$ cat config.mk
export PLATFORM = sky130hd
export DESIGN_NAME = mors_front
export DESIGN_NICKNAME = d
export VERILOG_FILES = /design/src/rtl/mors_pkg.sv /design/src/rtl/mors_front.sv
export SDC_FILE = /design/constraint.sdc
export NUM_CORES = 2
export LEC_CHECK = 0
export BUFFER_PORTS_ARGS = -buffer_cell sky130_fd_sc_hd__clkbuf_2
export CORE_UTILIZATION = 68
export DETAILED_ROUTE_END_ITERATION = 7
export PLACE_DENSITY_LB_ADDON = 0.12
export SYNTH_ARGS = -nofsm -noshare
export SYNTH_HDL_FRONTEND = slang
export SYNTH_SLANG_ARGS = --single-unit
$ cat constraint.sdc
create_clock -name clk -period 19.8 [get_ports clk]
set_input_delay 1.98 -clock clk [delete_from_list [all_inputs] [get_ports clk]]
set_output_delay 1.98 -clock clk [all_outputs]
set_load 0.005 [all_outputs]
$ cat src/rtl/mors_pkg.sv
// Shared types and constants for the magnetometer outlier-reject smoother.
// Used by every module in rtl/; depends on nothing else.
`timescale 1ns / 1ps

package mors_pkg;

  localparam int FRAC_BITS_DEF   = 8;
  localparam int QUEUE_DEPTH_DEF = 4;

  localparam int CFG_IDX_W  = 3;
  localparam int CFG_DATA_W = 16;

  // Register reset values, and ALPHA_ONE, the alpha value that stands for one.
  localparam logic [8:0]  ALPHA_RESET     = 9'd46;
  localparam logic [15:0] NORM_MIN_RESET  = 16'd140;
  localparam logic [15:0] NORM_MAX_RESET  = 16'd1300;
  localparam logic [15:0] JUMP_RESET      = 16'd4000;
  localparam logic [15:0] POLL_RESET      = 16'd30;
  localparam logic [8:0]  ALPHA_ONE       = 9'd256;

  // Bit positions in the sensor status byte.
  localparam int STATUS_DRDY_BIT = 0;
  localparam int STATUS_OVF_BIT  = 1;

  typedef enum logic [CFG_IDX_W-1:0] {
    CFG_ALPHA_Q8      = 3'd0,
    CFG_NORM_MIN      = 3'd1,
    CFG_NORM_MAX      = 3'd2,
    CFG_JUMP_LIMIT    = 3'd3,
    CFG_POLL_INTERVAL = 3'd4
  } cfg_idx_t;

  typedef enum logic [2:0] {
    OC_UPDATED   = 3'd0,
    OC_NOT_DUE   = 3'd1,
    OC_BUS_FAIL  = 3'd2,
    OC_NOT_READY = 3'd3,
    OC_OVERFLOW  = 3'd4,
    OC_NORM      = 3'd5,
    OC_JUMP      = 3'd6
  } outcome_t;

  typedef struct packed {
    logic [31:0]        now_ms;
    logic               bus_ok;
    logic [7:0]         sensor_status;
    logic signed [15:0] raw_x;
    logic signed [15:0] raw_y;
    logic signed [15:0] raw_z;
  } in_item_t;

  typedef struct packed {
    logic signed [23:0] filt_x;
    logic signed [23:0] filt_y;
    logic signed [23:0] filt_z;
    outcome_t           outcome;
  } out_item_t;

  // A classified sample waiting for the back end.
  typedef struct packed {
    logic [31:0]        now_ms;
    logic signed [15:0] raw_x;
    logic signed [15:0] raw_y;
    logic signed [15:0] raw_z;
    outcome_t           pre;
  } q_item_t;

  // Squared norm window, refreshed from the norm registers.
  typedef struct packed {
    logic [31:0] lo2;
    logic [31:0] hi2;
  } norm_win_t;

  // Settings used by the back end.
  typedef struct packed {
    logic [8:0]  alpha;
    logic [15:0] jump_limit;
    logic [15:0] poll_ms;
  } back_cfg_t;

endpackage

$ cat src/rtl/mors_front.sv
// Front end: two-stage classifier for status bits and the squared-norm window.
// Depends on mors_pkg.
`timescale 1ns / 1ps

module mors_front (
  input  logic                clk,
  input  logic                rst_n,
  input  logic                accept,
  input  mors_pkg::in_item_t  item,
  input  mors_pkg::norm_win_t win,
  output logic                push,
  output mors_pkg::q_item_t   push_item,
  output logic [1:0]          inflight
);
  import mors_pkg::*;

  logic        s1_v_r;
  logic        s2_v_r;
  q_item_t     s1_r, s1_nxt;
  q_item_t     s2_r, s2_nxt;
  logic [30:0] sq_x_r, sq_y_r, sq_z_r;
  logic signed [31:0] px, py, pz;
  logic [32:0] n2;
  logic        norm_bad;

  always_comb begin
    px = 32'(item.raw_x) * 32'(item.raw_x);
    py = 32'(item.raw_y) * 32'(item.raw_y);
    pz = 32'(item.raw_z) * 32'(item.raw_z);
    s1_nxt.now_ms = item.now_ms;
    s1_nxt.raw_x  = item.raw_x;
    s1_nxt.raw_y  = item.raw_y;
    s1_nxt.raw_z  = item.raw_z;
    if (!item.bus_ok) begin
      s1_nxt.pre = OC_BUS_FAIL;
    end else if (!item.sensor_status[STATUS_DRDY_BIT]) begin
      s1_nxt.pre = OC_NOT_READY;
    end else if (item.sensor_status[STATUS_OVF_BIT]) begin
      s1_nxt.pre = OC_OVERFLOW;
    end else begin
      s1_nxt.pre = OC_UPDATED;
    end
  end

  always_comb begin
    n2 = {2'b00, sq_x_r} + {2'b00, sq_y_r} + {2'b00, sq_z_r};
    norm_bad = (n2 < {1'b0, win.lo2}) || (n2 > {1'b0, win.hi2});
    s2_nxt = s1_r;
    if (s1_r.pre == OC_UPDATED && norm_bad) begin
      s2_nxt.pre = OC_NORM;
    end
  end

  always_ff @(posedge clk) begin
    if (!rst_n) begin
      s1_v_r <= 1'b0;
      s2_v_r <= 1'b0;
    end else begin
      s1_v_r <= accept;
      s2_v_r <= s1_v_r;
    end
  end

  always_ff @(posedge clk) begin
    s1_r   <= s1_nxt;
    sq_x_r <= px[30:0];
    sq_y_r <= py[30:0];
    sq_z_r <= pz[30:0];
    s2_r   <= s2_nxt;
  end

  assign push      = s2_v_r;
  assign push_item = s2_r;
  assign inflight  = {1'b0, s1_v_r} + {1'b0, s2_v_r};

endmodule

==> qor.csv <==
stage,metric,value,unit
outcome,status,finished clean,
logic_synthesis,top cell type's share of synthesized area,0.417,
min_path,Worst Hold Path Cells,0,
cts,total clock sinks,255,
cts,Root Buffer,clkbuf_16,
timing,Max Transition Viols Final,0,
worst_setup_path,crit path kind,input port to register,
routing,Vias/cell,5.32,
global_route,met1 usage,0.410,
global_route,GR met2 Demand/Resource,0.563,
timing,RSZ-0062 raised after global routing,no,
worst_setup_path,Register-to-Register Path Depth,20,
worst_setup_path,Reg2Reg Setup Slack,14.52,ns
global_route,Congestion Overflow GR,0,
logic_synthesis,dominant cells by area after synthesis,"fa_1 42%, dfxtp_1 15%, ha_1 13%",
timing,Tcrit/Tclk final,0.420,
timing,endpoints failing hold,0,
worst_setup_path,critical path peak fanout,18,
logic_synthesis,"Net Count, Synth",4765,
worst_setup_path,RR Endpoint,push_item[0],
cts,Clock Pin Slew Worst Setup and Hold Paths,0.07,ns
floorplanning,row cnt,82,
min_path,Hold Path End,push_item[7],
floorplanning,Die H,227,µm
floorplanning,Die ar.,51600,µm²
timing,Setup TNS,0,ns
global_route,global-route usage over all layers,0.319,
cells_and_area,most frequent cells in the layout,"1043 x inv_1, 718 x fa_1, 351 x ha_1",
routing,DR pass1 iterations,5,
floorplanning,CORE AREA,50100,µm²
cells_and_area,"most common cell after layout, fill and taps aside",inv_1,
timing,fmax,0.120,GHz
logic_synthesis,Most used DFF post-synth,dfxtp_1,
cts,H-tree Lvls,1,
worst_setup_path,Startpoint Class,input port,
timing,Clock Skew,0.0153,ns
cts,Post-CTS Setup Inserts,0,
routing,DRT iter0 DRCs,1158,
cts,CTS tree,built,
global_route,first-pass GRT wire length,128000,µm
logic_synthesis,synthesized area,34500,µm²
routing,Antenna Nets Post-Route,0,
min_path,hold_sp,s1_r[7],
logic_synthesis,synthesized flop and latch total,255,
routing,# DRC,0,
worst_setup_path,data required time of the worst path,20.28,ns
timing,min Tclk post-route,8.31,ns
cts,"Clk Latency, worst-skew pair",0.60,ns
worst_setup_path,CP Capture Type,register,
logic_synthesis,Async SR Flop Fraction,0,
cells_and_area,fill cell count,3732,
timing,worst-margin pin slew,1.04,ns
logic_synthesis,YS warnings,0,
cts,hold buffers post-CTS,0,
global_route,vias in the first global route,26200,
logic_synthesis,cell taking the most area after synthesis,fa_1,
cells_and_area,share of cells above drive strength 1,0.0875,
timing,relative slew slack,0.290,
cells_and_area,Nets,4963,
logic_synthesis,Netlist cell types,72,
cts,Bufs on Longest Clock Path,3,
logic_synthesis,"EDFF count, synth",0,
cells_and_area,Ant. Diodes,0,
place,PortBufs,235,
logic_synthesis,"Seq/Total Area, Yosys",0.148,
logic_synthesis,post-synthesis cell count,3540,
floorplanning,Starting Density,0.689,
worst_setup_path,Worst Path Arrival,8.80,ns
worst_setup_path,RR Startpoint,sq_z_r[10],
floorplanning,# IOs,242,
place,RePlAce Congestion,0.970,
routing,final WL,76500,µm
routing,Avg WL per Cell,17.3,µm
floorplanning,Horiz. Die Dim,227,µm
global_route,largest net degree at the start of global routing,22,
global_route,grt peak-use layer,met2,
logic_synthesis,Syn Area/Cell,9.74,µm²
global_route,GR Layer Usage met3,0.0387,
place,Post-DP HPWL,64900,µm
global_route,antenna violations before repair,0,
min_path,Hold Path Class,register to register,
job,# Max-Cap Violations,0,
cells_and_area,area grow syn2layout,8.11,%
routing,via total after detailed routing,23600,
cts,CTS buffer count,29,
cts,post_cts resized,0,
timing,# setup viols final,0,
critical path: stages:
cell and delay (ns):
clkbuf_2 0.28, inv_1 0.60, nor2_1 0.18, fa_1 0.75, inv_1 0.11, fa_1 0.60
inv_1 0.31, fa_1 0.50, fa_1 0.51, fa_1 0.49, inv_1 0.05, fa_1 0.47
inv_1 0.04, ha_1 0.38, nand4_1 0.16, nor2_1 0.26, nand4_1 0.29, a31oi_1 0.42
nor4_1 0.10, a211oi_1 0.29
stage by stage:
stage               instances  hold WS [ns]  utilization  worst slack [ns]  cell area, µm²
CTS                      4432         0.320        0.745             11.69           37300
floorplan                3540         0.310            -             11.99           34500
finish                   4432         0.319        0.745             11.49           37300
global placement         4379         0.310        0.724             11.15           36200
global route             4432         0.323        0.745             11.09           37300
detailed placement       4379         0.312        0.724             11.11           36200
worst max path at each step:
stage	from	to	slack (ns)
6_report	item[47]	sq_x_r[30]	11.49
5_1_grt	item[47]	sq_x_r[30]	11.09
4_1_cts	item[47]	sq_x_r[30]	11.69
3_5_place_dp	item[47]	sq_x_r[30]	11.11
3_3_place_gp	item[15]	sq_z_r[29]	11.15
2_1_floorplan	item[15]	sq_z_r[30]	11.99
metal layers:
layer | up-vias | part of all wire
met2 | 610 | 0.51
met3 | 139 | 0.051
met5 | - | 0
li1 | 10900 | -
met4 | 0 | 0.031
met1 | 12000 | 0.41
cells by family (layout without fill, tap and decap cells):
logic type,Yosys count,in the layout,synth area share
buf+inv,1119,1339,0.122
fa+ha+maj,1069,1069,0.544
simple gates,639,639,0.0856
compound gates,302,302,0.0606
flops,255,255,0.148
xor+xnor,152,152,0.0386
mux,3,3,0.000980
other cells,1,1,0.000109
cells in the mapped netlist (all sizes together), types with 3 or more instances:
cell	n
mux2	3
o211ai	3
nand2	248
a21o	69
and3	8
ha	351
xnor2	121
xor2	31
nand3	20
a21oi	90
nor3	29
a2111oi	7
o31ai	6
nand2b	19
or2	11
dfxtp	255
a31o	10
o311ai	3
clkbuf	68
a31oi	5
o21a	15
clkinv	7
o41a	3
and2	93
o21ai	41
and4	3
nand4	19
inv	1043
nor2b	13
nor2	155
a311oi	3
or4	3
nor4	4
fa	718
a211oi	11
o21bai	16
or3	7
flip-flops by register name, indices dropped and copies added (netlist names):
name	cells
push	1
push_item	83
sq_y_r	30
s1_r	80
s1_v_r	1
sq_x_r	30
sq_z_r	30
layout make-up:
cell class                      count  area, µm²  share of cell area
Inverter                         1050       3940               0.106
Timing Repair Buffer              236       1180              0.0318
Clock inverter                     17        220             0.00591
Clock buffer                       36        812              0.0218
Sequential cell                   255       5100               0.137
Tap cell                          672        841              0.0226
Multi-Input combinational cell   2166      25200               0.675
Power is left out: the tool's default activity adds up to more than one toggle a clock period on the data nets, which glitch-free logic cannot reach.
