==> config.mk <==
export PLATFORM = sky130hd
export DESIGN_NAME = mors_back
export DESIGN_NICKNAME = d
export VERILOG_FILES = /design/src/rtl/mors_pkg.sv /design/src/rtl/mors_back.sv
export SDC_FILE = /design/constraint.sdc
export NUM_CORES = 2
export LEC_CHECK = 0
export BUFFER_PORTS_ARGS = -buffer_cell sky130_fd_sc_hd__buf_2
export CORE_AREA = 5 5 302 304
export DETAILED_ROUTE_END_ITERATION = 16
export DIE_AREA = 0 0 307 309
export PLACE_DENSITY = 0.67
export SETUP_SLACK_MARGIN = 0.5
export SLEW_MARGIN = 20
export SYNTH_ARGS = -nofsm -noshare
export SYNTH_HDL_FRONTEND = slang
export SYNTH_SLANG_ARGS = --single-unit
export TNS_END_PERCENT = 20
==> constraint.sdc <==
create_clock -name clk -period 21.4 [get_ports clk]
set_input_delay 3.21 -clock clk [delete_from_list [all_inputs] [get_ports clk]]
set_output_delay 3.21 -clock clk [all_outputs]
set_load 0.01 [all_outputs]
==> src/rtl/mors_pkg.sv <==
// Shared types and constants for the magnetometer outlier-reject smoother.
// Used by every module in rtl/; depends on nothing else.
`timescale 1ns / 1ps

package mors_pkg;

  localparam int FRAC_BITS_DEF   = 8;
  localparam int QUEUE_DEPTH_DEF = 4;

  localparam int CFG_IDX_W  = 3;
  localparam int CFG_DATA_W = 16;

  // Register reset values, and ALPHA_ONE, the alpha value that stands for one.
  localparam logic [8:0]  ALPHA_RESET     = 9'd46;
  localparam logic [15:0] NORM_MIN_RESET  = 16'd140;
  localparam logic [15:0] NORM_MAX_RESET  = 16'd1300;
  localparam logic [15:0] JUMP_RESET      = 16'd4000;
  localparam logic [15:0] POLL_RESET      = 16'd30;
  localparam logic [8:0]  ALPHA_ONE       = 9'd256;

  // Bit positions in the sensor status byte.
  localparam int STATUS_DRDY_BIT = 0;
  localparam int STATUS_OVF_BIT  = 1;

  typedef enum logic [CFG_IDX_W-1:0] {
    CFG_ALPHA_Q8      = 3'd0,
    CFG_NORM_MIN      = 3'd1,
    CFG_NORM_MAX      = 3'd2,
    CFG_JUMP_LIMIT    = 3'd3,
    CFG_POLL_INTERVAL = 3'd4
  } cfg_idx_t;

  typedef enum logic [2:0] {
    OC_UPDATED   = 3'd0,
    OC_NOT_DUE   = 3'd1,
    OC_BUS_FAIL  = 3'd2,
    OC_NOT_READY = 3'd3,
    OC_OVERFLOW  = 3'd4,
    OC_NORM      = 3'd5,
    OC_JUMP      = 3'd6
  } outcome_t;

  typedef struct packed {
    logic [31:0]        now_ms;
    logic               bus_ok;
    logic [7:0]         sensor_status;
    logic signed [15:0] raw_x;
    logic signed [15:0] raw_y;
    logic signed [15:0] raw_z;
  } in_item_t;

  typedef struct packed {
    logic signed [23:0] filt_x;
    logic signed [23:0] filt_y;
    logic signed [23:0] filt_z;
    outcome_t           outcome;
  } out_item_t;

  // A classified sample waiting for the back end.
  typedef struct packed {
    logic [31:0]        now_ms;
    logic signed [15:0] raw_x;
    logic signed [15:0] raw_y;
    logic signed [15:0] raw_z;
    outcome_t           pre;
  } q_item_t;

  // Squared norm window, refreshed from the norm registers.
  typedef struct packed {
    logic [31:0] lo2;
    logic [31:0] hi2;
  } norm_win_t;

  // Settings used by the back end.
  typedef struct packed {
    logic [8:0]  alpha;
    logic [15:0] jump_limit;
    logic [15:0] poll_ms;
  } back_cfg_t;

endpackage

==> src/rtl/mors_back.sv <==
// Back end: poll timing, jump check, smoothing filter and the result register.
// Depends on mors_pkg.
`timescale 1ns / 1ps

module mors_back #(
  parameter int FRAC_BITS = mors_pkg::FRAC_BITS_DEF
) (
  input  logic                clk,
  input  logic                rst_n,
  input  mors_pkg::back_cfg_t cfg,
  input  logic                head_valid,
  input  mors_pkg::q_item_t   head_item,
  output logic                pop,
  output logic                out_valid,
  input  logic                out_stall,
  output mors_pkg::out_item_t out_data
);
  import mors_pkg::*;

  localparam int FW = 16 + FRAC_BITS;
  localparam int PW = FW + 11;

  logic                 have_r;
  logic [31:0]          next_poll_r;
  logic signed [15:0]   last_r   [3];
  logic signed [FW-1:0] filt_r   [3];
  logic signed [FW-1:0] filt_nxt [3];
  logic                 out_valid_r;
  out_item_t            out_r, out_nxt;

  logic signed [15:0]   raw      [3];
  logic signed [16:0]   dlt      [3];
  logic [16:0]          mag      [3];
  logic signed [FW-1:0] target   [3];
  logic signed [FW:0]   diff     [3];
  logic signed [PW-1:0] prod     [3];
  logic signed [PW-1:0] rnd      [3];
  logic signed [PW-1:0] shf      [3];
  logic signed [FW:0]   sum      [3];
  logic signed [FW+23:0] ext     [3];
  logic [2:0]           jb;
  logic [31:0]          since;
  logic                 due, jump_bad, all_zero, update;
  outcome_t             res_code;

  assign raw[0] = head_item.raw_x;
  assign raw[1] = head_item.raw_y;
  assign raw[2] = head_item.raw_z;

  assign pop = head_valid && (!out_valid_r || !out_stall);

  always_comb begin
    for (int i = 0; i < 3; i++) begin
      dlt[i]    = {raw[i][15], raw[i]} - {last_r[i][15], last_r[i]};
      mag[i]    = dlt[i][16] ? 17'(-dlt[i]) : 17'(dlt[i]);
      jb[i]     = mag[i] > {1'b0, cfg.jump_limit};
      target[i] = {raw[i], {FRAC_BITS{1'b0}}};
      diff[i]   = {target[i][FW-1], target[i]} - {filt_r[i][FW-1], filt_r[i]};
      prod[i]   = PW'($signed({1'b0, cfg.alpha})) * PW'(diff[i]);
      rnd[i]    = prod[i] + PW'(128);
      shf[i]    = rnd[i] >>> 8;
      sum[i]    = {filt_r[i][FW-1], filt_r[i]} + shf[i][FW:0];
    end
    all_zero = (filt_r[0] == '0) && (filt_r[1] == '0) && (filt_r[2] == '0);
    since    = head_item.now_ms - next_poll_r;
    due      = !have_r || !since[31];
    jump_bad = have_r && (|jb);

    if (!due) begin
      res_code = OC_NOT_DUE;
    end else if (head_item.pre != OC_UPDATED) begin
      res_code = head_item.pre;
    end else if (jump_bad) begin
      res_code = OC_JUMP;
    end else begin
      res_code = OC_UPDATED;
    end
    update = (res_code == OC_UPDATED);

    for (int i = 0; i < 3; i++) begin
      if (!update) begin
        filt_nxt[i] = filt_r[i];
      end else if (all_zero) begin
        filt_nxt[i] = target[i];
      end else begin
        filt_nxt[i] = sum[i][FW-1:0];
      end
      ext[i] = (FW + 24)'(filt_nxt[i]);
    end

    out_nxt.filt_x  = ext[0][23:0];
    out_nxt.filt_y  = ext[1][23:0];
    out_nxt.filt_z  = ext[2][23:0];
    out_nxt.outcome = res_code;
  end

  always_ff @(posedge clk) begin
    if (!rst_n) begin
      have_r      <= 1'b0;
      next_poll_r <= '0;
      out_valid_r <= 1'b0;
      for (int i = 0; i < 3; i++) begin
        last_r[i] <= '0;
        filt_r[i] <= '0;
      end
    end else begin
      if (pop) begin
        out_valid_r <= 1'b1;
      end else if (!out_stall) begin
        out_valid_r <= 1'b0;
      end
      if (pop && due) begin
        next_poll_r <= head_item.now_ms + {16'd0, cfg.poll_ms};
      end
      if (pop && update) begin
        have_r <= 1'b1;
        for (int i = 0; i < 3; i++) begin
          last_r[i] <= raw[i];
          filt_r[i] <= filt_nxt[i];
        end
      end
    end
  end

  always_ff @(posedge clk) begin
    if (pop) begin
      out_r <= out_nxt;
    end
  end

  assign out_valid = out_valid_r;
  assign out_data  = out_r;

  a_update_sets_have: assert property (@(posedge clk) disable iff (!rst_n)
    pop && res_code == OC_UPDATED |=> have_r)
    else $error("accepted sample did not mark the filter as primed");

  a_hold_without_pop: assert property (@(posedge clk) disable iff (!rst_n)
    !pop |=> $stable(have_r) && $stable(next_poll_r))
    else $error("filter state moved without a transaction");

  a_not_due_keeps_poll: assert property (@(posedge clk) disable iff (!rst_n)
    pop && res_code == OC_NOT_DUE |=> $stable(next_poll_r) && $stable(filt_r[0]))
    else $error("item that was not due changed poll time or filter");

endmodule

==> results.sh <==
export IMPL_status="completed"
export IMPL_hold_viol_final=0
export IMPL_path_buf_inv=5
export IMPL_yosys_register_bits=229
export IMPL_wl_mm=117
export IMPL_timing_fmax_ghz=0.0768
export IMPL_cpPeakStageDelay_ns=0.68
export IMPL_synth_area_leader_cell="fa_1"
export IMPL_core_sq_um=88000
export IMPL_synth_area_leaders="fa_1 (24%), ha_1 (16%), edfxtp_1 (13%)"
export IMPL_skew_ns=0.0462
export IMPL_cpLargestDelayFamily="compound AO/OA/AOI/OAI gates"
export IMPL_root_buffer="clkbuf_16"
export IMPL_cts_tree="done"
export IMPL_htreeDepth=1
export IMPL_track_usage_pct=24.4
export IMPL_netlist_area_sq_um=43600
export IMPL_remaining_drc_errors=0
export IMPL_design_portCount=205
export IMPL_die_area_sq_um=94900
export IMPL_via_per_inst=5.51
export IMPL_wl_per_cell_um=18.4
export IMPL_async_flop_share_pct=0
export IMPL_syn_avg_cell_area_sq_um=8.71
export IMPL_arrival_ns=13.34
export IMPL_fin_ws_ns=8.38
export IMPL_maxSlewHeadroom_pct=28.5
export IMPL_antenna_found_initial=13
export IMPL_placementRows=109
export IMPL_hpwl_mm=92.9
export IMPL_drv_slew=0
export IMPL_drive_above_1_share_pct=6.75
export IMPL_die_w_um=307
export IMPL_yosysWarningCount=0
export IMPL_endpoint_kind="flip-flop"
export IMPL_clock_latency_ns=0.62
export IMPL_ys_types=92
export IMPL_cp_slowest_cell="a221oi_1"
export IMPL_path_max_fanout=9
export IMPL_required_ns=21.72
export IMPL_fin_area_sq_um=46900
export IMPL_postPlaceCellArea_sq_um=45800
export IMPL_grt_max_degree=74
export IMPL_cp_depth=40
export IMPL_whs_path_depth=2
export IMPL_clock_sinks=229
export IMPL_worst_hold_slack_ns=0.488
export IMPL_vias=34938
export IMPL_clock_path_buffers=3
export IMPL_cts_resized=0
export IMPL_tritoncts_num_buffers=31
export IMPL_setup_tns_ns=0
export IMPL_clkSlewWorstSetupHoldPaths_ns=0.06
export IMPL_dr_pass1_iters=7
export IMPL_syn_instance_count=5003
export IMPL_cts_setup_buffers=0
export IMPL_rsz0062_at_grt="false"
export IMPL_synth_main_ff_cell="edfxtp_1"
export IMPL_path_common_cell="fa_1"
export IMPL_chipHeight_um=309
export IMPL_reg2reg_depth=38
export IMPL_grt_pass1_wl_mm=187
export IMPL_cts_hold_buf=0
export IMPL_portBuffers=204
export IMPL_finalCriticalPeriod_ns=13.02
export IMPL_start_util_pct=49.5
export IMPL_gp_congestion=0.914
export IMPL_finalCritPeriodShare_pct=60.9
export IMPL_area_delta_synth_final_pct=7.63
export IMPL_yosys_area_top_type_share_pct=24.2
export IMPL_grt_overflow=0
export IMPL_hold_path_class="flip-flop to flip-flop"
export IMPL_layout_nets=6345
export IMPL_initialDrtViolationCount=2141
export IMPL_crit_path_start_kind="input port"
export IMPL_syn_nets=6204
export IMPL_final_setup_viol_count=0
export IMPL_num_fill_cells=8133
export IMPL_max_cap_violations=0
export IMPL_max_slew_worst_pin_slew_ns=1.06
export IMPL_grt_pass1_vias=35050
export IMPL_place_ws_ns=7.87
export IMPL_worstSetupPathType="input port to flip-flop"
export IMPL_synth_edf_count=195
export IMPL_drtAntennaViolNets=0
export IMPL_yosysSeqAreaShare_pct=15.0
## per-stage QoR
| stage | util, % | std cells |
|---|---|---|
| 6_report | 53.3 | 6337 |
| 3_3_place_gp | 52.1 | 6276 |
| 2_1_floorplan | - | 5003 |
| 4_1_cts | 53.3 | 6332 |
| 3_5_place_dp | 52.1 | 6276 |
| 5_1_grt | 53.3 | 6334 |
## sequential cells by signal, summed over array words and instances, names as in the netlist
register	count
out_valid	1
have_r	1
out_data	75
next_poll_r	32
filt_r	72
last_r	48
## cell usage after synthesis, types with 5 or more instances
cell type and n:
inv_1 837, ha_1 547, nand2_1 531, fa_1 526
and2_1 390, nor2_1 262, xnor2_1 229, a21oi_1 227
edfxtp_1 195, o21ai_0 169, clkbuf_1 117, nor3_1 96
xor2_1 80, nor2b_1 70, a21o_1 67, nand3_1 53
o21a_1 50, nand2b_1 45, a31oi_1 37, nand4_1 36
dfxtp_1 34, a211oi_1 33, nor4_1 32, o31ai_1 30
or3_1 28, o21bai_1 26, and3_1 24, or2_2 17
o211ai_1 16, a21boi_0 13, a41oi_1 12, buf_2 11
mux2i_1 9, o22ai_1 9, a2111oi_0 8, o31a_1 8
a221oi_1 7, o21ai_1 7, a311oi_1 6, a211o_1 5
and4_1 5, buf_4 5, o2111ai_1 5, o211a_1 5
or4_1 5
## cell families after synthesis
family	after synthesis	synth area share, %
flops	229	15.0
xor+xnor	310	6.26
simple gates	1615	18.4
mux	13	0.319
buf+inv	977	8.57
fa+ha+maj	1073	39.9
compound gates	786	11.6
## layout make-up
class | count | area [sq um] | area share [%]
Sequential cell | 229 | 6540 | 13.9
Timing Repair Buffer | 247 | 1350 | 2.87
Tap cell | 1165 | 1460 | 3.11
Multi-Input combinational cell | 3797 | 33400 | 71.1
Antenna cell | 5 | 12.5 | 0.0267
Inverter | 838 | 3150 | 6.71
Clock inverter | 21 | 240 | 0.512
Clock buffer | 35 | 791 | 1.69
## worst min-delay path, stage by stage, from the launching register on
cell and delay (ns):
dfxtp_1 0.30, inv_1 0.07, o31ai_1 0.07
## cell usage in the layout, fill, tap and decap left out, types with 80 or more instances in the layout
master	count
a21oi_1	227
and2_1	390
xnor2_1	228
nand2_1	530
o21ai_0	168
nor2_1	262
edfxtp_1	195
inv_1	837
xor2_1	80
fa_1	526
ha_1	547
buf_2	203
nor3_1	96
## layer usage
| layer | track usage [%] | vias to the layer above | routed length [um] |
|---|---|---|---|
| li1 | - | 16673 | - |
| met2 | 42.6 | 918 | 56800 |
| met3 | 3.70 | 234 | 7200 |
| met5 | 0 | - | 27 |
| met1 | 31.5 | 17109 | 48500 |
| met4 | 7.76 | 4 | 4390 |
## final timing paths
kind / from / end / slack, ns
worst min register to register: next_poll_r[14]$_SDFFE_PN0P_ / next_poll_r[14]$_SDFFE_PN0P_ / 0.49
worst max register to register: filt_r[0][50]$_SDFFCE_PN0P_ / out_data[26]$_DFFE_PP_ / 10.29
worst max-delay path: head_item[3] / out_data[26]$_DFFE_PP_ / 8.38
worst min-delay path: next_poll_r[14]$_SDFFE_PN0P_ / next_poll_r[14]$_SDFFE_PN0P_ / 0.49
Power is not shown: default switching activity piles up to over one toggle a cycle in this logic, so the estimate is an artifact.
