**src/rtl/mors_pkg.sv**
```systemverilog
// Shared types and constants for the magnetometer outlier-reject smoother.
// Used by every module in rtl/; depends on nothing else.
`timescale 1ns / 1ps

package mors_pkg;

  localparam int FRAC_BITS_DEF   = 8;
  localparam int QUEUE_DEPTH_DEF = 4;

  localparam int CFG_IDX_W  = 3;
  localparam int CFG_DATA_W = 16;

  // Register reset values, and ALPHA_ONE, the alpha value that stands for one.
  localparam logic [8:0]  ALPHA_RESET     = 9'd46;
  localparam logic [15:0] NORM_MIN_RESET  = 16'd140;
  localparam logic [15:0] NORM_MAX_RESET  = 16'd1300;
  localparam logic [15:0] JUMP_RESET      = 16'd4000;
  localparam logic [15:0] POLL_RESET      = 16'd30;
  localparam logic [8:0]  ALPHA_ONE       = 9'd256;

  // Bit positions in the sensor status byte.
  localparam int STATUS_DRDY_BIT = 0;
  localparam int STATUS_OVF_BIT  = 1;

  typedef enum logic [CFG_IDX_W-1:0] {
    CFG_ALPHA_Q8      = 3'd0,
    CFG_NORM_MIN      = 3'd1,
    CFG_NORM_MAX      = 3'd2,
    CFG_JUMP_LIMIT    = 3'd3,
    CFG_POLL_INTERVAL = 3'd4
  } cfg_idx_t;

  typedef enum logic [2:0] {
    OC_UPDATED   = 3'd0,
    OC_NOT_DUE   = 3'd1,
    OC_BUS_FAIL  = 3'd2,
    OC_NOT_READY = 3'd3,
    OC_OVERFLOW  = 3'd4,
    OC_NORM      = 3'd5,
    OC_JUMP      = 3'd6
  } outcome_t;

  typedef struct packed {
    logic [31:0]        now_ms;
    logic               bus_ok;
    logic [7:0]         sensor_status;
    logic signed [15:0] raw_x;
    logic signed [15:0] raw_y;
    logic signed [15:0] raw_z;
  } in_item_t;

  typedef struct packed {
    logic signed [23:0] filt_x;
    logic signed [23:0] filt_y;
    logic signed [23:0] filt_z;
    outcome_t           outcome;
  } out_item_t;

  // A classified sample waiting for the back end.
  typedef struct packed {
    logic [31:0]        now_ms;
    logic signed [15:0] raw_x;
    logic signed [15:0] raw_y;
    logic signed [15:0] raw_z;
    outcome_t           pre;
  } q_item_t;

  // Squared norm window, refreshed from the norm registers.
  typedef struct packed {
    logic [31:0] lo2;
    logic [31:0] hi2;
  } norm_win_t;

  // Settings used by the back end.
  typedef struct packed {
    logic [8:0]  alpha;
    logic [15:0] jump_limit;
    logic [15:0] poll_ms;
  } back_cfg_t;

endpackage

```
**src/rtl/mors_queue.sv**
```systemverilog
// Small flip-flop queue that decouples the classifier from the filter.
// Depends on mors_pkg.
`timescale 1ns / 1ps

module mors_queue #(
  parameter int DEPTH = mors_pkg::QUEUE_DEPTH_DEF
) (
  input  logic                            clk,
  input  logic                            rst_n,
  input  logic                            push,
  input  mors_pkg::q_item_t               push_item,
  input  logic                            pop,
  output logic                            head_valid,
  output mors_pkg::q_item_t               head_item,
  output logic [$clog2(DEPTH+1)-1:0]      count
);
  import mors_pkg::*;

  localparam int AW = $clog2(DEPTH);
  localparam int CW = $clog2(DEPTH + 1);

  q_item_t         mem_r [DEPTH];
  logic [AW-1:0]   wr_ptr_r, rd_ptr_r;
  logic [CW-1:0]   count_r;

  always_ff @(posedge clk) begin
    if (!rst_n) begin
      wr_ptr_r <= '0;
      rd_ptr_r <= '0;
      count_r  <= '0;
    end else begin
      if (push) begin
        wr_ptr_r <= (wr_ptr_r == AW'(DEPTH - 1)) ? '0 : wr_ptr_r + 1'b1;
      end
      if (pop) begin
        rd_ptr_r <= (rd_ptr_r == AW'(DEPTH - 1)) ? '0 : rd_ptr_r + 1'b1;
      end
      if (push && !pop) begin
        count_r <= count_r + 1'b1;
      end else if (pop && !push) begin
        count_r <= count_r - 1'b1;
      end
    end
  end

  always_ff @(posedge clk) begin
    if (push) begin
      mem_r[wr_ptr_r] <= push_item;
    end
  end

  assign head_valid = (count_r != '0);
  assign head_item  = mem_r[rd_ptr_r];
  assign count      = count_r;

  a_no_overflow: assert property (@(posedge clk) disable iff (!rst_n)
    !(push && !pop && count_r == CW'(DEPTH)))
    else $error("queue written while full");

  a_no_underflow: assert property (@(posedge clk) disable iff (!rst_n)
    !(pop && count_r == '0))
    else $error("queue read while empty");

  a_count_bound: assert property (@(posedge clk) disable iff (!rst_n)
    count_r <= CW'(DEPTH))
    else $error("queue count above depth");

endmodule

```
**config.mk**
```make
export PLATFORM = sky130hd
export DESIGN_NAME = mors_queue
export DESIGN_NICKNAME = d
export VERILOG_FILES = /design/src/rtl/mors_pkg.sv /design/src/rtl/mors_queue.sv
export SDC_FILE = /design/constraint.sdc
export NUM_CORES = 1
export LEC_CHECK = 0
export BUFFER_PORTS_ARGS = -buffer_cell sky130_fd_sc_hd__buf_2
export CAP_MARGIN = 20
export CELL_PAD_IN_SITES_DETAIL_PLACEMENT = 0
export CELL_PAD_IN_SITES_GLOBAL_PLACEMENT = 1
export CORE_ASPECT_RATIO = 2
export CORE_UTILIZATION = 54
export CTS_CLUSTER_SIZE = 16
export DETAILED_ROUTE_END_ITERATION = 16
export PLACE_DENSITY = 0.8
export SKIP_CTS_REPAIR_TIMING = 1
export SLEW_MARGIN = 30
export SYNTH_ARGS = -nofsm -noshare
export SYNTH_HDL_FRONTEND = slang
export SYNTH_SLANG_ARGS = --single-unit
```
**constraint.sdc**
```tcl
create_clock -name clk -period 8.43 [get_ports clk]
set_input_delay 1.686 -clock clk [delete_from_list [all_inputs] [get_ports clk]]
set_output_delay 1.686 -clock clk [all_outputs]
set_load 0.005 [all_outputs]
```
==> metrics.yaml, run 1 <==
ff2ff_setup_slack_ps: 6190
holdPathStages: 2
nets: 763
synth_mux_area_frac: 0.1536
wl_per_cell_um: 23.04
path_max_fanout: 29
syn-cell-area_sq_um: 12430
dr.pass1.iters: 4
cts_tree: "done"
route.detailed.drc: 0
finalWorstSetupSlack_ps: 4025
r2r-end: "mem_r[3][37]"
synth_adder_area_share: 0.007650
finClkSkew_ps: 7.768
yosys_warnings: 0
synth_simple_gate_area_frac: 0.006745
maxCapViolCount: 0
ys_ff_latch: 341
holdWs_ps: 548.3
yosys.area.top_type: "edfxtp_1"
clock-root-buffer: "clkbuf_16"
r2r_start: "wr_ptr_r[0]"
outcome: "finished clean"
start_kind: "flop"
hold_violations: 0
clkSlewWorstSetupHoldPaths_ps: 70
seq_area_sq_um: 10160
worst_pin_slew_ps: 805.9
synth_edf_count: 332
syn-num-nets: 570
die_area_sq_um: 23670
synth_top_family_by_area: "multiplexers"
synth_top_flop_cell: "edfxtp_1"
seq_area_frac_synth: 0.8166
fmax_mhz: 227.0
period_share: 0.5225
relSlewSlack: 0.4627
num_io_pins: 174
multi_input_area_sq_um: 2136
synthDistinctLibCells: 20
chipHeight_um: 216.6
h-tree-depth: 1
vias: 5528
core_sq_um: 22640
slew_violations: 0
grt_max_degree: 52
synth_xor_area_frac: 0.001409
pre_cts_slack_ps: 4503
rsz0062_at_grt: "false"
hold_class: "reg2reg"
grt_antenna_before_repair: 10
cp-end-kind: "output port"
crit_type: "reg2out"
place_inst: 919
wl_mm: 22.56
num_rows: 78
finalSetupViolations: 0
clockBufferDepth: 3
vias_per_cell: 5.647
first_global_vias: 6168
p_per_area_nw_per_um2: 240.5
start_util: 0.5490
peakVddDrop_mv: 0.2688
cts_buffers: 28
die_w_um: 109.3
drive_above_1_share: 0.4499
crit_arrival_ps: 2720
required_ps: 6740
synth_top_area_share: 0.8021
fillers: 1547
clock_latency_ps: 530
dp_hpwl_mm: 14.42
instances_no_fill: 979
synth.area.top_cells: "edfxtp_1, mux4_2, dfxtp_1"
layout_min_cycle_time_ps: 4405
first_iter_violations: 226
reg2reg_depth: 3
avgSynthCellArea_sq_um: 26.11
grtUsageTotal: 0.1999
min_from: "rd_ptr_r[1]"
cts.sink_count: 341
area_delta_synth_final_pct: 16.83
fin_tns_setup_ps: 0
place.gp.congestion: 0.7389
p_leak_nw: 4.886
synthesis.instances: 476
synth_compound_area_frac: 0.001611
port_buffers: 173
grt_overflow: 0
grt_pass1_wl_mm: 34.10
synthArstFlopShare: 0
postRouteAntennaNets: 0
-- cells by family (layout without fill, tap and decap cells) --
group | Yosys count | after routing
AND/OR/NAND/NOR | 14 | 14
other | 0 | 10
AO/OA/AOI/OAI | 3 | 3
XOR/XNOR | 2 | 2
adder cells (fa/ha/maj) | 7 | 7
multiplexers | 87 | 87
buffers and inverters | 22 | 235
flip-flops | 341 | 341
-- per-stage QoR --
step	instance area [sq um]	power, mW	util
after floorplan	12430	2.158	-
after global placement	13570	2.279	0.5993
after detailed placement	13610	2.296	0.6011
after CTS	14500	3.535	0.6403
after global routing	14520	3.619	0.6412
final	14520	3.493	0.6414
-- state kept, by name (all words and copies together), names as in the netlist, named ones only --
name,cells
mem_r,332
count,3
rd_ptr_r,2
wr_ptr_r,2
-- area by class of cell --
type / count / share of cell area
Antenna cell: 10 / 0.001723
Multi-Input combinational cell: 113 / 0.1471
Clock inverter: 15 / 0.008875
Sequential cell: 341 / 0.6995
Tap cell: 280 / 0.02413
Clock buffer: 35 / 0.05221
Timing Repair Buffer: 181 / 0.06548
Inverter: 4 / 0.001034
-- power by group --
| part | total [mW] | leakage, nW | internal (mW) | switching (mW) |
|---|---|---|---|---|
| sequential | 1.97 | 3.12 | 1.94 | 0.0274 |
| clock | 1.24 | 0.435 | 0.700 | 0.543 |
| combinational | 0.282 | 1.33 | 0.140 | 0.141 |
-- critical path: stages, from the launching register on --
cell and delay, ps:
dfxtp_4 590, buf_12 270, buf_4 550, mux4_2 600, buf_2 150
-- routing by layer --
| layer | share of wire | wire, um | vias up | track usage |
|---|---|---|---|---|
| li1 | - | - | 2435 | - |
| met1 | 0.34 | 7761 | 2864 | 0.2227 |
| met2 | 0.56 | 12710 | 190 | 0.3597 |
| met3 | 0.054 | 1215 | 39 | 0.03639 |
| met4 | 0.039 | 872 | 0 | 0.09644 |
| met5 | 0 | 0 | - | 0 |
-- how the worst max path moves through the flow --
stage / slack [ps] / to
after floorplan: 4360 / mem_r[0][0]
after global placement: 4120 / head_item[7]
after detailed placement: 4500 / head_item[77]
after CTS: 3910 / head_item[77]
after global routing: 3800 / head_item[7]
final: 4030 / head_item[7]
-- Yosys cell counts, types with 2 or more instances --
cell type / n
buf_6: 8
inv_1: 4
or3_1: 2
buf_2: 9
edfxtp_1: 332
nor2b_1: 5
mux2i_1: 4
ha_1: 6
mux4_2: 83
dfxtp_1: 9
and2_1: 5
-- layout by cell type, fill, tap and decap left out, types with 6 or more instances in the layout --
| cell type | netlist | layout |
|---|---|---|
| buf_4 | 0 | 6 |
| ha_1 | 6 | 6 |
| buf_2 | 9 | 173 |
| dfxtp_1 | 9 | 7 |
| mux4_2 | 83 | 83 |
| diode_2 | 0 | 10 |
| edfxtp_1 | 332 | 332 |
| clkbuf_16 | 0 | 29 |
Power figures use the tool's default switching activity.
==> run 2, diff against run 1 <==
--- a/config.mk
+++ b/config.mk
@@ -10,10 +10,10 @@
 export CELL_PAD_IN_SITES_DETAIL_PLACEMENT = 0
 export CELL_PAD_IN_SITES_GLOBAL_PLACEMENT = 1
 export CORE_ASPECT_RATIO = 2
-export CORE_UTILIZATION = 54
+export CORE_UTILIZATION = 50
 export CTS_CLUSTER_SIZE = 16
 export DETAILED_ROUTE_END_ITERATION = 16
-export PLACE_DENSITY = 0.8
+export PLACE_DENSITY = 0.75
 export SKIP_CTS_REPAIR_TIMING = 1
 export SLEW_MARGIN = 30
 export SYNTH_ARGS = -nofsm -noshare
==> constraint.sdc (replaced) <==
create_clock -name clk -period 4.5 [get_ports clk]
set_input_delay 0.9 -clock clk [delete_from_list [all_inputs] [get_ports clk]]
set_output_delay 0.9 -clock clk [all_outputs]
set_load 0.005 [all_outputs]
==> run 2 against run 1 <==
- global-route usage fell by 1.8 points
- setup slack got worse by 2900 ps
- first-iteration DRC count rose by 51%
- register-to-register slack got worse by 3700 ps
- clock power rose by 89%
- sequential power rose by 87%
- utilization fell by 4.4 points
- via count rose by 1.3%
- cell count rose by 5.2%
- critical path type unchanged
- largest cell class unchanged
==> metrics.yaml, run 2 (synthesis results as in run 1) <==
outcome: "finished clean"
r2r-end: "mem_r[0][16]"
chipHeight_um: 225.0  # +3.9%
multi_input_area_sq_um: 2136  # unchanged
clock-root-buffer: "clkbuf_16"
start_kind: "flop"
p_int_mw: 5.188  # +87%
cts.sink_count: 341  # unchanged
slowest_delay_ps: 700  # +100 ps
crit_arrival_ps: 2480  # -240 ps
grt_max_degree: 57  # +9.6%
finClkSkew_ps: 6.590  # -1.178 ps
rsz0062_at_grt: "false"
maxCapViolCount: 0  # unchanged
num_io_pins: 174  # unchanged
hold_violations: 0  # unchanged
busiest_layer: "met2"
grt_antenna_before_repair: 7  # -3
h-tree-depth: 1  # unchanged
clkPwrFrac: 0.356  # about the same
dr.pass1.iters: 4  # unchanged
period_share: 0.7514
vias: 5600  # +1.3%
clkSlewWorstSetupHoldPaths_ps: 70  # about the same
wl_per_cell_um: 22.05  # -4.3%
p_switching_mw: 1.368  # +92%
cp-end-kind: "output port"
met2_usage: 0.3285  # -0.03127
holdWs_ps: 543.5  # -4.810 ps
clockBufferDepth: 3  # unchanged
switching_share: 0.2087  # +0.005006
vias_per_cell: 5.437  # -3.7%
die_w_um: 113.5  # +3.8%
final_cell_mix: "edfxtp_1, buf_2, mux4_2"
dp_hpwl_mm: 14.32  # -0.65%
fin_area_sq_um: 14580  # +0.41%
fin_tns_setup_ps: 0  # unchanged
slew_violations: 0  # unchanged
seqPwrFrac: 0.563  # about the same
layout_min_cycle_time_ps: 3381
port_buffers: 173  # unchanged
slowest_stage: "dfxtp_4"
start_util: 0.5089  # -0.04007
worst_pin_slew_ps: 893.4  # +87.44 ps
grtUsageMet1: 0.2002  # -0.02243
largest_reg_flops: 332  # unchanged
grtUsageTotal: 0.1819  # -0.01800
num_rows: 81  # +3.8%
path_max_fanout: 27  # -6.9%
p_leak_nw: 4.889  # about the same
grt_overflow: 0  # unchanged
wl_mm: 22.71  # +0.68%
crit_type: "reg2out"
core_sq_um: 24420  # +7.9%
first_iter_violations: 342  # +51%
total_power_mw: 6.556  # +88%
drive_above_1_share: 0.4523  # +0.002385
grt_pass1_wl_mm: 33.97  # -0.38%
ff2ff_setup_slack_ps: 2450  # -3740 ps
use_met3: 0.03174  # -0.004653
area_delta_synth_final_pct: 17.31
final_common_cell: "edfxtp_1"
fillers: 1752  # +13%
postRouteAntennaNets: 0  # unchanged
p_per_area_nw_per_um2: 449.6  # +87%
required_ps: 3600  # -3140 ps
critPathCapture: "head_item[43]"
reg2reg_depth: 4  # +1
r2r_start: "wr_ptr_r[0]"
seq_area_sq_um: 10160  # unchanged
nets: 767  # +0.52%
fmax_mhz: 295.7
largest_register: "mem_r"
cts_tree: "done"
place.gp.congestion: 0.7209  # -2.4%
relSlewSlack: 0.4044  # -0.05830
first_global_vias: 6123  # -0.73%
cts_buffers: 28  # unchanged
p_comb_frac: 0.081  # about the same
clock_latency_ps: 540  # about the same
die_area_sq_um: 25530  # +7.9%
route.detailed.drc: 0  # unchanged
placed_cell_area_sq_um: 13690  # +0.61%
hold_class: "reg2reg"
cp_cell_sequence: "buf_4, mux4_2, buf_2"
peakVddDrop_mv: 0.3811  # +42%
finalSetupViolations: 0  # unchanged
==> run 2: final cells by class <==
type	count	share of cell area
Tap cell	332	0.02849
Multi-Input combinational cell	113	0.1465
Clock buffer	33	0.05080
Clock inverter	16	0.009181
Inverter	4	0.001030
Sequential cell	341	0.6966
Antenna cell	6	0.001030
Timing Repair Buffer	185	0.06641
==> run 2: per-layer routing <==
metal  vias to the layer above  wire, um
met3                        47       969
met2                       162     12580
met1                      2946      8198
met5                         -        12
met4                         2       946
li1                       2443         -
==> run 2: how the worst min path moves through the flow <==
stage             startpoint            to  slack, ps  cells past startpoint
5_1_grt        push_item[53]  mem_r[0][53]        550                      1
4_1_cts             count[2]      count[2]        540                      2
3_5_place_dp        count[2]      count[2]        530                      2
2_1_floorplan       count[2]      count[2]        490                      2
3_3_place_gp        count[2]      count[2]        500                      2
6_report            count[2]      count[2]        540                      2
==> run 2: power by group through the flow <==
stage | clock [mW] | sequential, mW | combinational [mW]
2_1_floorplan | 0 | 3.74 | 0.304
3_3_place_gp | 0 | 3.75 | 0.529
3_5_place_dp | 0 | 3.76 | 0.544
4_1_cts | 2.38 | 3.69 | 0.546
5_1_grt | 2.50 | 3.70 | 0.576
6_report | 2.34 | 3.69 | 0.532
==> run 2: critical path: cells and delay by family (launching register included) <==
family	cells	cell delay [ps]
buf+inv	2	650
flops	1	700
mux	1	580
==> run 2: through the flow <==
stage          worst slack (ps)  utilization  std cells
6_report                   1119       0.5970       1030
2_1_floorplan              1220            -        476
5_1_grt                   924.1       0.5970       1030
3_3_place_gp               1630       0.5606        975
4_1_cts                    1005       0.5964       1024
3_5_place_dp               1595       0.5606        975
